`config.mk`:
```
export PLATFORM = sky130hd
export DESIGN_NAME = c_escape_string_decoder
export DESIGN_NICKNAME = d
export VERILOG_FILES = /design/src/sv/ced_pkg.sv /design/src/sv/ced_decode.sv /design/src/sv/ced_out_buf.sv /design/src/sv/c_escape_string_decoder.sv
export SDC_FILE = /design/constraint.sdc
export NUM_CORES = 1
export LEC_CHECK = 0
export BUFFER_PORTS_ARGS = -buffer_cell sky130_fd_sc_hd__buf_2
export CAP_MARGIN = 20
export CORE_ASPECT_RATIO = 1.4
export CORE_MARGIN = 1
export CORE_UTILIZATION = 40
export DETAILED_ROUTE_END_ITERATION = 10
export HOLD_SLACK_MARGIN = 0.05
export SYNTH_ARGS = -nofsm -noshare
export SYNTH_HDL_FRONTEND = slang
export SYNTH_SLANG_ARGS = --single-unit
```
`constraint.sdc`:
```
create_clock -name clk_i -period 4.4 [get_ports clk_i]
set_input_delay 0 -clock clk_i [delete_from_list [all_inputs] [get_ports clk_i]]
set_output_delay 0 -clock clk_i [all_outputs]
set_load 0.1 [all_outputs]
```
`src/sv/ced_pkg.sv`:
```
// ----------------------------------------------------------------------------
// ced_pkg
// Shared types, character codes and helpers of the C escape string decoder.
// ----------------------------------------------------------------------------
package ced_pkg;

  // Most bytes one string may hold, saturated so the length fits 6 bits
  localparam int unsigned MaxBytes = 63;
  localparam int unsigned LenW     = 6;
  localparam logic [LenW-1:0] Capacity =
    (MaxBytes > 63) ? LenW'(63) : LenW'(MaxBytes);

  // Character codes
  localparam logic [7:0] ChNul       = 8'h00;
  localparam logic [7:0] ChBackslash = 8'h5c;
  localparam logic [7:0] ChX         = 8'h78;
  localparam logic [7:0] ChN         = 8'h6e;
  localparam logic [7:0] ChR         = 8'h72;
  localparam logic [7:0] ChB         = 8'h62;
  localparam logic [7:0] ChT         = 8'h74;
  localparam logic [7:0] ChF         = 8'h66;
  localparam logic [7:0] ChV         = 8'h76;
  localparam logic [7:0] ChNewline   = 8'h0a;
  localparam logic [7:0] ChCr        = 8'h0d;
  localparam logic [7:0] ChBackspace = 8'h08;
  localparam logic [7:0] ChTab       = 8'h09;
  localparam logic [7:0] ChFormFeed  = 8'h0c;
  localparam logic [7:0] ChVtab      = 8'h0b;
  localparam logic [7:0] ChSpace     = 8'h20;

  // Decoder phase, one-hot
  typedef enum logic [6:0] {
    PhPlain = 7'b000_0001,
    PhEsc   = 7'b000_0010,
    PhOct1  = 7'b000_0100,
    PhOct2  = 7'b000_1000,
    PhHex0  = 7'b001_0000,
    PhHex1  = 7'b010_0000,
    PhHex2  = 7'b100_0000
  } phase_e;

  // One result word
  typedef struct packed {
    logic            byte_valid;
    logic [7:0]      out_byte;
    logic            end_of_string;
    logic [LenW-1:0] length;
  } result_t;

  // Up to two results produced by one character
  typedef struct packed {
    logic    has0;
    logic    has1;
    result_t res0;
    result_t res1;
  } step_t;

  function automatic logic is_space(input logic [7:0] c);
    return (c == ChSpace) || ((c >= 8'h09) && (c <= 8'h0d));
  endfunction

endpackage

```
`src/sv/ced_decode.sv`:
```
// ----------------------------------------------------------------------------
// ced_decode
// Escape state registers and the single-pass decode of one character.
// ----------------------------------------------------------------------------
module ced_decode (
  input  logic                clk_i,
  input  logic                rst_ni,
  input  logic                step_en_i,
  input  logic [7:0]          ch_i,
  output ced_pkg::step_t      step_o
);

  ced_pkg::phase_e            phase_q, phase_d;
  logic [7:0]                 esc_q, esc_d;
  logic [ced_pkg::LenW-1:0]   cnt_q, cnt_d, cnt1;

  logic       is_oct, is_hex;
  logic [3:0] hex_val;
  logic       pre_vld;
  logic [7:0] pre_byte;
  logic       do_plain;
  logic       main_byte_vld, main_end;
  logic [7:0] main_byte;
  ced_pkg::result_t pre_res, main_res;

  // Digit classification
  always_comb begin
    is_oct  = (ch_i >= 8'h30) && (ch_i <= 8'h37);
    is_hex  = 1'b0;
    hex_val = ch_i[3:0];
    if ((ch_i >= 8'h30) && (ch_i <= 8'h39)) begin
      is_hex = 1'b1;
    end else if (((ch_i >= 8'h61) && (ch_i <= 8'h66)) ||
                 ((ch_i >= 8'h41) && (ch_i <= 8'h46))) begin
      is_hex  = 1'b1;
      hex_val = 4'(ch_i[3:0] + 4'd9);
    end
  end

  // Phase logic: pending escape flush, then plain handling
  always_comb begin
    phase_d       = phase_q;
    esc_d         = esc_q;
    pre_vld       = 1'b0;
    pre_byte      = esc_q;
    do_plain      = 1'b0;
    main_byte_vld = 1'b0;
    main_end      = 1'b0;
    main_byte     = ch_i;

    unique case (phase_q)
      ced_pkg::PhEsc: begin
        phase_d = ced_pkg::PhPlain;
        unique case (ch_i)
          ced_pkg::ChNul: main_end = 1'b1;
          ced_pkg::ChN: begin main_byte_vld = 1'b1; main_byte = ced_pkg::ChNewline;  end
          ced_pkg::ChR: begin main_byte_vld = 1'b1; main_byte = ced_pkg::ChCr;       end
          ced_pkg::ChB: begin main_byte_vld = 1'b1; main_byte = ced_pkg::ChBackspace; end
          ced_pkg::ChT: begin main_byte_vld = 1'b1; main_byte = ced_pkg::ChTab;      end
          ced_pkg::ChF: begin main_byte_vld = 1'b1; main_byte = ced_pkg::ChFormFeed; end
          ced_pkg::ChV: begin main_byte_vld = 1'b1; main_byte = ced_pkg::ChVtab;     end
          ced_pkg::ChX: begin
            phase_d = ced_pkg::PhHex0;
            esc_d   = '0;
          end
          default: begin
            if (is_oct) begin
              esc_d   = {5'd0, ch_i[2:0]};
              phase_d = ced_pkg::PhOct1;
            end else begin
              main_byte_vld = 1'b1;
            end
          end
        endcase
      end
      ced_pkg::PhOct1: begin
        if (is_oct) begin
          esc_d   = {esc_q[4:0], ch_i[2:0]};
          phase_d = ced_pkg::PhOct2;
        end else begin
          pre_vld  = 1'b1;
          do_plain = 1'b1;
        end
      end
      ced_pkg::PhOct2: begin
        esc_d = '0;
        if (is_oct) begin
          main_byte_vld = 1'b1;
          main_byte     = {esc_q[4:0], ch_i[2:0]};
          phase_d       = ced_pkg::PhPlain;
        end else begin
          pre_vld  = 1'b1;
          do_plain = 1'b1;
        end
      end
      ced_pkg::PhHex0: begin
        if (is_hex) begin
          esc_d   = {4'd0, hex_val};
          phase_d = ced_pkg::PhHex1;
        end else begin
          pre_vld  = 1'b1;
          pre_byte = ced_pkg::ChX;
          do_plain = 1'b1;
        end
      end
      ced_pkg::PhHex1: begin
        if (is_hex) begin
          esc_d   = {esc_q[3:0], hex_val};
          phase_d = ced_pkg::PhHex2;
        end else begin
          pre_vld  = 1'b1;
          do_plain = 1'b1;
        end
      end
      ced_pkg::PhHex2: begin
        esc_d = '0;
        if (is_hex) begin
          main_byte_vld = 1'b1;
          main_byte     = {esc_q[3:0], hex_val};
          phase_d       = ced_pkg::PhPlain;
        end else begin
          pre_vld  = 1'b1;
          do_plain = 1'b1;
        end
      end
      default: do_plain = 1'b1;
    endcase

    // count after a flushed escape byte
    cnt1 = cnt_q + {{(ced_pkg::LenW-1){1'b0}}, pre_vld};

    // plain character handling
    if (do_plain) begin
      phase_d = ced_pkg::PhPlain;
      if ((ch_i == ced_pkg::ChNul) || ced_pkg::is_space(ch_i) ||
          (cnt1 >= ced_pkg::Capacity)) begin
        main_end = 1'b1;
      end else if (ch_i == ced_pkg::ChBackslash) begin
        phase_d = ced_pkg::PhEsc;
      end else begin
        main_byte_vld = 1'b1;
      end
    end

    // counter and string restart
    if (main_end) begin
      phase_d = ced_pkg::PhPlain;
      esc_d   = '0;
      cnt_d   = '0;
    end else if (main_byte_vld) begin
      cnt_d = cnt1 + 1'b1;
    end else begin
      cnt_d = cnt1;
    end
  end

  // Result words
  always_comb begin
    pre_res.byte_valid    = 1'b1;
    pre_res.out_byte      = pre_byte;
    pre_res.end_of_string = 1'b0;
    pre_res.length        = cnt1;

    main_res.byte_valid    = main_byte_vld;
    main_res.out_byte      = main_byte_vld ? main_byte : 8'd0;
    main_res.end_of_string = main_end;
    main_res.length        = main_end ? cnt1 : cnt1 + 1'b1;

    if (pre_vld) begin
      step_o.has0 = 1'b1;
      step_o.res0 = pre_res;
      step_o.has1 = main_byte_vld | main_end;
      step_o.res1 = main_res;
    end else begin
      step_o.has0 = main_byte_vld | main_end;
      step_o.res0 = main_res;
      step_o.has1 = 1'b0;
      step_o.res1 = main_res;
    end
  end

  // State registers
  always_ff @(posedge clk_i or negedge rst_ni) begin
    if (!rst_ni) begin
      phase_q <= ced_pkg::PhPlain;
      esc_q   <= '0;
      cnt_q   <= '0;
    end else if (step_en_i) begin
      phase_q <= phase_d;
      esc_q   <= esc_d;
      cnt_q   <= cnt_d;
    end
  end

endmodule

```
`src/sv/ced_out_buf.sv`:
```
// ----------------------------------------------------------------------------
// ced_out_buf
// Output register with one overflow slot for the second result of a word.
// ----------------------------------------------------------------------------
module ced_out_buf (
  input  logic              clk_i,
  input  logic              rst_ni,
  input  logic              load_i,
  input  ced_pkg::step_t    step_i,
  output logic              free_o,
  output logic              out_valid_o,
  input  logic              out_ready_i,
  output ced_pkg::result_t  res_o
);

  logic             out_vld_q, hold_vld_q;
  ced_pkg::result_t out_q, hold_q;
  logic             slot_open, move_hold, load_out;

  // Output slot frees when empty or being taken
  assign slot_open = !out_vld_q || out_ready_i;
  assign free_o    = !hold_vld_q && slot_open;
  assign move_hold = hold_vld_q && slot_open;
  assign load_out  = load_i && step_i.has0;

  // Control
  always_ff @(posedge clk_i or negedge rst_ni) begin
    if (!rst_ni) begin
      out_vld_q  <= 1'b0;
      hold_vld_q <= 1'b0;
    end else if (move_hold) begin
      out_vld_q  <= 1'b1;
      hold_vld_q <= 1'b0;
    end else if (load_out) begin
      out_vld_q  <= 1'b1;
      hold_vld_q <= step_i.has1;
    end else if (out_ready_i) begin
      out_vld_q  <= 1'b0;
    end
  end

  // Payload
  always_ff @(posedge clk_i) begin
    if (move_hold) begin
      out_q <= hold_q;
    end else if (load_out) begin
      out_q  <= step_i.res0;
      hold_q <= step_i.res1;
    end
  end

  assign out_valid_o = out_vld_q;
  assign res_o       = out_q;

endmodule

```
`src/sv/c_escape_string_decoder.sv`:
```
// ----------------------------------------------------------------------------
// c_escape_string_decoder
// Decodes a stream of C-escaped characters into bytes and end-of-string words.
// ----------------------------------------------------------------------------
// Input channel (in_valid_i / in_ready_o / ch_i) takes one character per word.
// Output channel (out_valid_o / out_ready_i) delivers result words: a decoded
// byte (byte_valid_o = 1, running length) or the end word of a string
// (end_of_string_o = 1, out_byte_o = 0, final length). A NUL, unescaped
// whitespace or a character arriving once the string is full ends the string;
// the next character starts a new one.
// A character is held in the input register, then its result words in the
// result register before they show on the output.
// Throughput: one character per cycle while the output is not stalled. A
// character cutting short an open numeric escape gives two words; the second
// sits in an overflow slot; the input holds off until it reaches the output.
// Reset clears the escape state, the byte count and both output slots.
// When the receiver stalls, the result register and the input register hold
// their words and in_ready_o drops once both are occupied.
// ----------------------------------------------------------------------------
module c_escape_string_decoder (
  input  logic       clk_i,
  input  logic       rst_ni,
  input  logic       in_valid_i,
  output logic       in_ready_o,
  input  logic [7:0] ch_i,
  output logic       out_valid_o,
  input  logic       out_ready_i,
  output logic       byte_valid_o,
  output logic [7:0] out_byte_o,
  output logic       end_of_string_o,
  output logic [5:0] length_o
);

  logic             in_vld_q;
  logic [7:0]       ch_q;
  logic             free, consume, in_accept;
  ced_pkg::step_t   step;
  ced_pkg::result_t res;

  assign consume    = in_vld_q && free;
  assign in_ready_o = !in_vld_q || free;
  assign in_accept  = in_valid_i && in_ready_o;

  // Input register
  always_ff @(posedge clk_i or negedge rst_ni) begin
    if (!rst_ni) begin
      in_vld_q <= 1'b0;
    end else if (in_accept) begin
      in_vld_q <= 1'b1;
    end else if (consume) begin
      in_vld_q <= 1'b0;
    end
  end

  always_ff @(posedge clk_i) begin
    if (in_accept) begin
      ch_q <= ch_i;
    end
  end

  // Decode
  ced_decode u_decode (
    .clk_i     (clk_i),
    .rst_ni    (rst_ni),
    .step_en_i (consume),
    .ch_i      (ch_q),
    .step_o    (step)
  );

  // Result register
  ced_out_buf u_out_buf (
    .clk_i       (clk_i),
    .rst_ni      (rst_ni),
    .load_i      (consume),
    .step_i      (step),
    .free_o      (free),
    .out_valid_o (out_valid_o),
    .out_ready_i (out_ready_i),
    .res_o       (res)
  );

  assign byte_valid_o    = res.byte_valid;
  assign out_byte_o      = res.out_byte;
  assign end_of_string_o = res.end_of_string;
  assign length_o        = res.length;

  // Checks
  a_second_word_shows: assert property (@(posedge clk_i) disable iff (!rst_ni)
    consume && step.has1 |=> out_valid_o)
    else $error("second result of a word lost");

  a_first_word_shows: assert property (@(posedge clk_i) disable iff (!rst_ni)
    consume && step.has0 |=> out_valid_o)
    else $error("result of a word not presented");

  a_end_word_clean: assert property (@(posedge clk_i) disable iff (!rst_ni)
    out_valid_o && end_of_string_o |-> !byte_valid_o && (out_byte_o == 8'd0))
    else $error("end word carries a byte");

  a_byte_len_range: assert property (@(posedge clk_i) disable iff (!rst_ni)
    out_valid_o && byte_valid_o |->
      (length_o != 6'd0) && (length_o <= ced_pkg::Capacity) && !end_of_string_o)
    else $error("byte word length out of range");

endmodule

```
## Yosys cells after proc, flatten, opt, wreduce, memory -nomap -nowiden

Cells that the tools add are included.

| storage, ports and cells | value |
|---|---|
| bits in latches | 0 |
| bits in registers | 64 |
| bits in read-only memories | 0 |
| memories kept | 0 |
| RAM bits | 0 |
| bits of input ports | 12 |

| cells by class | value |
|---|---|
| order comparisons | 10 |
| add/sub/neg operators | 3 |
| multiply operators | 0 |
| multiplexer cells | 58 |
| shifts and indexed selects | 0 |
| bitwise logic cells | 2 |
| reductions and logical operators | 34 |
| equal/unequal tests | 25 |
| div/mod/pow operators | 0 |

Operators by type and width:

| cell | count |
|---|---|
| $mux W8 | 10 |
| $eq A8 B7 Y1 const B | 8 |
| $mux W7 | 8 |
| $pmux W8 S6 | 1 |
| $pmux W7 S6 | 1 |
| $pmux W8 S5 | 1 |
| $mux W34 | 1 |
| $mux W16 | 2 |
| $ne A4 B1 Y1 const B | 6 |
| $pmux W8 S3 | 1 |
| $mux W1 | 20 |
| $mux W6 | 3 |
| $ge A8 B7 Y1 const B | 2 |
| $le A8 B6 Y1 const B | 2 |
| $le A8 B7 Y1 const B | 2 |
| $pmux W8 S2 | 1 |
| $pmux W7 S2 | 1 |
| $reduce_and A7 Y1 | 2 |
| $logic_and A1 B1 Y1 | 10 |
| $ne A3 B1 Y1 const B | 3 |
| $eq A8 B6 Y1 const B | 1 |
| $ge A8 B4 Y1 const B | 1 |
| $ge A8 B6 Y1 const B | 1 |
| $le A8 B4 Y1 const B | 1 |
| other kinds (30) | 43 |

## Logic depth before layout (Yosys ltp)

| depth | value |
|---|---|
| depth in word-level cells | 17 |
| gate-level depth with buffers | 20 |
| gate-level depth less buffers | 18 |

## Hierarchy

From an unflattened synthesis, not the netlist that was laid out.

| second synthesis, totals | value |
|---|---|
| cell total of the unflattened synthesis | 374 |
| area total of the unflattened synthesis | 4037.6 um2 |

Modules (own cells, without submodules):

| module | instances | cells each | seq. area each (um2) | area an instance (um2) |
|---|---|---|---|---|
| ced_decode | 1 | 301 | 526.8 | 2437.3 |
| ced_out_buf | 1 | 60 | 1011.0 | 1300.0 |
| c_escape_string_decoder | 1 | 13 | 265.3 | 300.3 |

## Least setup slack after synthesis

No wires, ideal clock.

| timing | value |
|---|---|
| path kind | flip-flop to flip-flop |
| start | register ch_q[0] |
| end | register u_out_buf.out_q, in the netlist u_out_buf.res_o[0], enable pin |
| path slack | -0.306 ns |
| cell stages (with the launch flop) | 21 |
| data required time | 4.028 ns |
| period minus slack after synthesis | 4.706 ns |
| setup time | 0.372 ns |
| path buffers | 3 |
| data arrival time | 4.334 ns |
| path through | edfxtp_1 inv_1 ha_1 or4b_4 o2111ai_2 o21ai_2 o31a_4 clkinv_1 buf_2 ha_1 ha_1 clkbuf_1 nand3_1 o32ai_1 o2111ai_1 nand2_1 o21ai_2 inv_2 buf_2 o31ai_2 nand2_1 |

| on the way | value |
|---|---|
| cells in the longest elaborated chain, start to end | 16 |
| elaborated cells on any way between the ends | 53 |
| those cells by class | 1 x add/sub; 10 x order compare; 9 x eq/ne; 18 x mux; 1 x bitwise; 14 x reduce/logical |

RTL lines:

| what | RTL line | text |
|---|---|---|
| start: declaration | c_escape_string_decoder.sv:35 | `logic [7:0] ch_q;` |
| start signal: assignment | c_escape_string_decoder.sv:57 | `ch_q <= ch_i;` |
| $ge A8 B7 Y1, or another cell as far along | ced_decode.sv:33 | `end else if (((ch_i >= 8'h61) && (ch_i <= 8'h66)) \|\|` |
| $logic_and A1 B1 Y1 (on tied branches) | ced_decode.sv:33, ced_decode.sv:34 |  |
| $logic_or A1 B1 Y1 | ced_decode.sv:33 |  |
| $mux W1 | ced_decode.sv:33 |  |
| $mux W1 | ced_decode.sv:31 | `if ((ch_i >= 8'h30) && (ch_i <= 8'h39)) begin` |
| $mux W1 | ced_decode.sv:97, ced_decode.sv:107, ced_decode.sv:117 |  |
| $pmux W1 S2 | ced_decode.sv:51 | `unique case (phase_q)` |
| $add A6 B1 Y6 | ced_decode.sv:130 | `cnt1 = cnt_q + {{(ced_pkg::LenW-1){1'b0}}, pre_vld};` |
| $ge A6 B6 Y1 | ced_decode.sv:136 | `(cnt1 >= ced_pkg::Capacity)) begin` |
| $logic_or A1 B1 Y1 | ced_decode.sv:135 | `if ((ch_i == ced_pkg::ChNul) \|\| ced_pkg::is_space(ch_i) \|\|` |
| $mux W1 | ced_decode.sv:135 |  |
| $mux W1 | ced_decode.sv:133 | `if (do_plain) begin` |
| $or A1 B1 Y1 | ced_decode.sv:175 | `step_o.has0 = main_byte_vld \| main_end;` |
| $mux W34 (*) | ced_decode.sv:169 | `if (pre_vld) begin` |
| $logic_and A1 B1 Y1 (*) | ced_out_buf.sv:24 | `assign load_out = load_i && step_i.has0;` |
| $reduce_bool A2 Y1 (no line) (*) | - |  |
| end signal: assignment | ced_out_buf.sv:45 | `out_q <= hold_q;` |
| end signal: assignment | ced_out_buf.sv:47 | `out_q <= step_i.res0;` |
| end: declaration | ced_out_buf.sv:17 | `ced_pkg::result_t out_q, hold_q;` |

Every way passes the cells marked *; elsewhere a longest branch is shown, timed or not.
A chain may end at the register's enable or synchronous reset.

## Worst setup path in the final report

| timing | value |
|---|---|
| start | register ch_q[0] |
| end | register u_out_buf.out_q, in the netlist u_out_buf.res_o[2], data pin |

| on the way | value |
|---|---|
| cells in the longest elaborated chain, start to end | 16 |
| elaborated cells on any way between the ends | 37 |
| those cells by class | 2 x add/sub; 10 x order compare; 1 x eq/ne; 14 x mux; 10 x reduce/logical |

RTL lines:

| what | RTL line | text |
|---|---|---|
| $ge A8 B7 Y1, or another cell as far along | ced_decode.sv:33 |  |
| $logic_and A1 B1 Y1 (on tied branches) | ced_decode.sv:33, ced_decode.sv:34 |  |
| $logic_or A1 B1 Y1 | ced_decode.sv:33 |  |
| $mux W1 | ced_decode.sv:33 |  |
| $mux W1 | ced_decode.sv:31 |  |
| $mux W1 | ced_decode.sv:97, ced_decode.sv:107, ced_decode.sv:117 |  |
| $pmux W1 S2 | ced_decode.sv:51 |  |
| $add A6 B1 Y6 | ced_decode.sv:130 |  |
| $ge A6 B6 Y1 | ced_decode.sv:136 |  |
| $logic_or A1 B1 Y1 | ced_decode.sv:135 |  |
| $mux W1 | ced_decode.sv:135 |  |
| $mux W1 | ced_decode.sv:133 |  |
| $mux W6 | ced_decode.sv:167 | `main_res.length = main_end ? cnt1 : cnt1 + 1'b1;` |
| $mux W34 (*) | ced_decode.sv:169 |  |
| $mux W16 (*) | ced_out_buf.sv:46 | `end else if (load_out) begin` |
| $mux W16 (*) | ced_out_buf.sv:44 | `if (move_hold) begin` |

Every way passes the cells marked *; elsewhere a longest branch is shown, timed or not. The select of a mux whose other input is x is not followed.

==> qor.yml <==
critical_path:
  reg2reg_depth: 17
  worstSetupEndpointType: "flip-flop"
  arrival_ns: 4.28
  critPathTopFamily: "adder cells"
  crit_slowest_cell: "or4b_4"
  ff2ff_setup_slack_ns: 0.19
  reg2reg_to: "u_out_buf.res_o[2]"
  path_buf_inv: 3
  cp-start-kind: "flip-flop"
  crit_fanout: 9
  cp_cell_sequence: "inv_1 > ha_1 > or4b_4 > o2111ai_2 > o21ai_2 > o31a_4 > clkinv_1 > ha_2 > ha_2 > ha_1 > o2111ai_1 > nand2_2 > o21ai_2 > buf_4 > nand3_1 > xnor2_1 > mux2_2"
  r2r-start: "ch_q[0]"
  worstPathRequired_ns: 4.48
  max_stage_delay_ns: 0.48
  critPathKind: "reg -> reg"
global_route:
  grt_pass1_vias: 3275
  grtUsageTotal: 0.210
  grt_overflow: 0
  grt_max_degree: 25
  antenna_found_initial: 0
  grt_pass1_wl_mm: 16.6
finish:
  mostFrequentLayoutCells: "45 x nand2_1, 40 x edfxtp_1, 39 x nor2_1"
  layout_commonest_cell: "nand2_1"
  antenna_cells: 0
  nets: 482
  instances_no_fill: 602
  area_growth_pct: 20.5
  final_layout_size_suffix_gt1_frac: 0.221
synthesis:
  yosysWarnings: 0
  syn_inst: 416
  synthMuxAreaShare: 0.0385
  syn-cell-area_sq_um: 4030
  synth_fa_ha_area_frac: 0.0248
  synth_area_leader_cell: "edfxtp_1"
  synth_top_area_share: 0.298
  yosys-top-cells-area: "edfxtp_1 30%, dfrtp_1 14%, nand2_1 4.4%"
  ys.flop_type: "edfxtp_1"
  ys_seq_area_frac: 0.448
  synth_top_family_by_area: "simple AND/OR/NAND/NOR gates"
  synthArstFlopShare: 0.375
  synth_area_per_cell_sq_um: 9.68
  synth_fp_nets: 436
  yosys.area_share.simple: 0.207
  synth-edff-count: 40
  synth_cell_types: 66
  synth_seq_cells: 64
  synth_compound_area_frac: 0.202
  synth_xor_area_frac: 0.0413
placement:
  placed_cells: 570
  gp_congestion: 0.922
  io_buffers: 29
  dp_hpwl_mm: 7.59
power_and_ir_drop:
  leakagePower_nw: 1.87
  vdd_drop_max_v: 0.000220
  powerDensity_nw_per_um2: 472
worst_hold_path:
  hold_depth: 3
  hold_start: "out_ready_i"
  min_to: "u_out_buf.hold_vld_q"
  hp-class: "in -> reg"
timing:
  report.final.setup_viol: 0
  max_slew_margin: 0.375
  fmax_mhz: 238
  period_needed_ns: 4.21
  finalSetupTns_ns: 0
  slew_viol_final: 0
  tightest_slew_ns: 0.926
  finalHoldViolCount: 0
  rsz0062_at_grt: "no"
  period_share: 0.956
  fin_worst_skew_ns: 0.0125
floorplanning:
  num_rows: 43
  die_x_microns: 86.8
  start_util: 0.409
  die_h_microns: 121
  ios: 30
  core_area_sq_um: 9850
  die_area_sq_um: 10500
drt:
  wire_per_inst_microns: 17.1
  drt_wl_total_mm: 10.3
  drc_errors: 0
  viasPerCell: 5.50
  via_count: 3314
  final_antenna_net_count: 0
  drtIter0Drc: 183
  drt_first_pass_iters: 5
status:
  status: "finished, final reports clean"
clock_tree:
  root_buffer: "clkbuf_16"
  htree_levels: 3
  cts_buffers: 9
  cts_sinks: 64
  clock_latency_ns: 0.34
  clock_path_buffers: 2
  path_clk_slew_ns: 0.06
  cts_tree: "yes"
flow_run:
  cap_violations: 0
==> state kept, by name (all words and copies together), names as in the netlist <==
register	cells
u_decode.cnt_q	6
u_decode.phase_q	7
u_out_buf.res_o	16
u_out_buf.hold_vld_q	1
u_out_buf.hold_q	16
in_vld_q	1
u_out_buf.out_valid_o	1
ch_q	8
u_decode.esc_q	8
==> logic make-up (layout without fill, tap and decap cells) <==
| logic type | count (synthesis) | in the layout |
|---|---|---|
| AOI/OAI and AO/OA | 110 | 110 |
| xor gates and xnor gates | 19 | 19 |
| adders and majority gates | 8 | 8 |
| buffers and inverters | 37 | 87 |
| DFF | 64 | 64 |
| muxes | 14 | 14 |
| and+or+nand+nor | 164 | 165 |
==> layout make-up <==
cell class	count	area [sq um]
flip-flops and latches	64	1800
multi-input cells	316	2100
inverters	10	42.5
clock buffers	10	229
fillers	901	4990
clock inverters	6	83.8
repair buffers	61	423
well taps	135	169
==> where the power goes <==
group | internal (mW) | switching, mW | total, mW
Sequential | 0.777 | 0.0917 | 0.869
Combinational | 0.210 | 0.462 | 0.673
Clock | 0.493 | 0.258 | 0.751
Total | 1.48 | 0.812 | 2.29
==> worst max path at each step <==
| stage | start | end | slack, ns | cells past startpoint |
|---|---|---|---|---|
| 2_1_floorplan | ch_q[0] | u_out_buf.hold_q[0] | 0.02 | 20 |
| 3_3_place_gp | ch_q[0] | u_decode.esc_q[5] | 0.21 | 16 |
| 3_5_place_dp | ch_q[0] | u_out_buf.res_o[1] | 0.07 | 18 |
| 4_1_cts | ch_q[0] | u_out_buf.res_o[1] | 0.03 | 18 |
| 5_1_grt | ch_q[0] | u_out_buf.res_o[1] | 0.0004 | 18 |
| 6_report | ch_q[0] | u_out_buf.res_o[2] | 0.19 | 17 |
==> routing by layer <==
metal | global-route usage | routed length [microns] | share of wire | vias up
li1 | - | - | - | 1629
met1 | 0.240 | 4180 | 0.41 | 1562
met2 | 0.368 | 5340 | 0.52 | 93
met3 | 0.0375 | 337 | 0.033 | 30
met4 | 0.110 | 439 | 0.043 | 0
met5 | 0 | 0 | 0 | -
==> per-stage QoR <==
| stage | utilization | cell area [sq um] | worst slack, ns | power [mW] | hold WS [ns] |
|---|---|---|---|---|---|
| after global placement | 0.444 | 4370 | 0.207 | 1.52 | 0.0302 |
| after detailed placement | 0.444 | 4370 | 0.0679 | 1.53 | 0.0438 |
| after CTS | 0.486 | 4780 | 0.0322 | 2.29 | 0.0571 |
| final | 0.493 | 4850 | 0.194 | 2.29 | 0.0562 |
| after global routing | 0.493 | 4850 | 0.000443 | 2.39 | 0.0930 |
| after floorplan | - | 4050 | 0.0180 | 1.40 | -0.296 |
==> worst register-to-register path: stages (launching register included) <==
cell       delay, ns
edfxtp_1        0.43
inv_1           0.13
ha_1            0.20
or4b_4          0.48
o2111ai_2       0.12
o21ai_2         0.12
o31a_4          0.35
clkinv_1        0.06
ha_2            0.21
ha_2            0.31
ha_1            0.26
o2111ai_1       0.17
nand2_2         0.14
o21ai_2         0.20
buf_4           0.25
nand3_1         0.10
xnor2_1         0.14
mux2_2          0.26
==> cells in the mapped netlist, types with 7 or more instances <==
cell type and count:
o21ai_0 21, dfrtp_1 23, buf_2 10, nor2b_1 7, xnor2_1 13, nor2_1 39
clkbuf_1 16, nand2_1 47, and3_1 7, inv_1 7, nor3_1 8, nand3_1 15
a21oi_1 19, nand2b_1 10, mux2_2 12, ha_1 8, edfxtp_1 40
==> timing repair <==
action | in CTS | in global routing
endpoints found under the setup margin | 0 | 50
gates resized for setup | 0 | 6
setup buffers | 0 | 5
endpoints found under the hold margin | 32 | 0
hold buffers | 10 | 0
No activity file was read; power rests on OpenSTA's default activity.
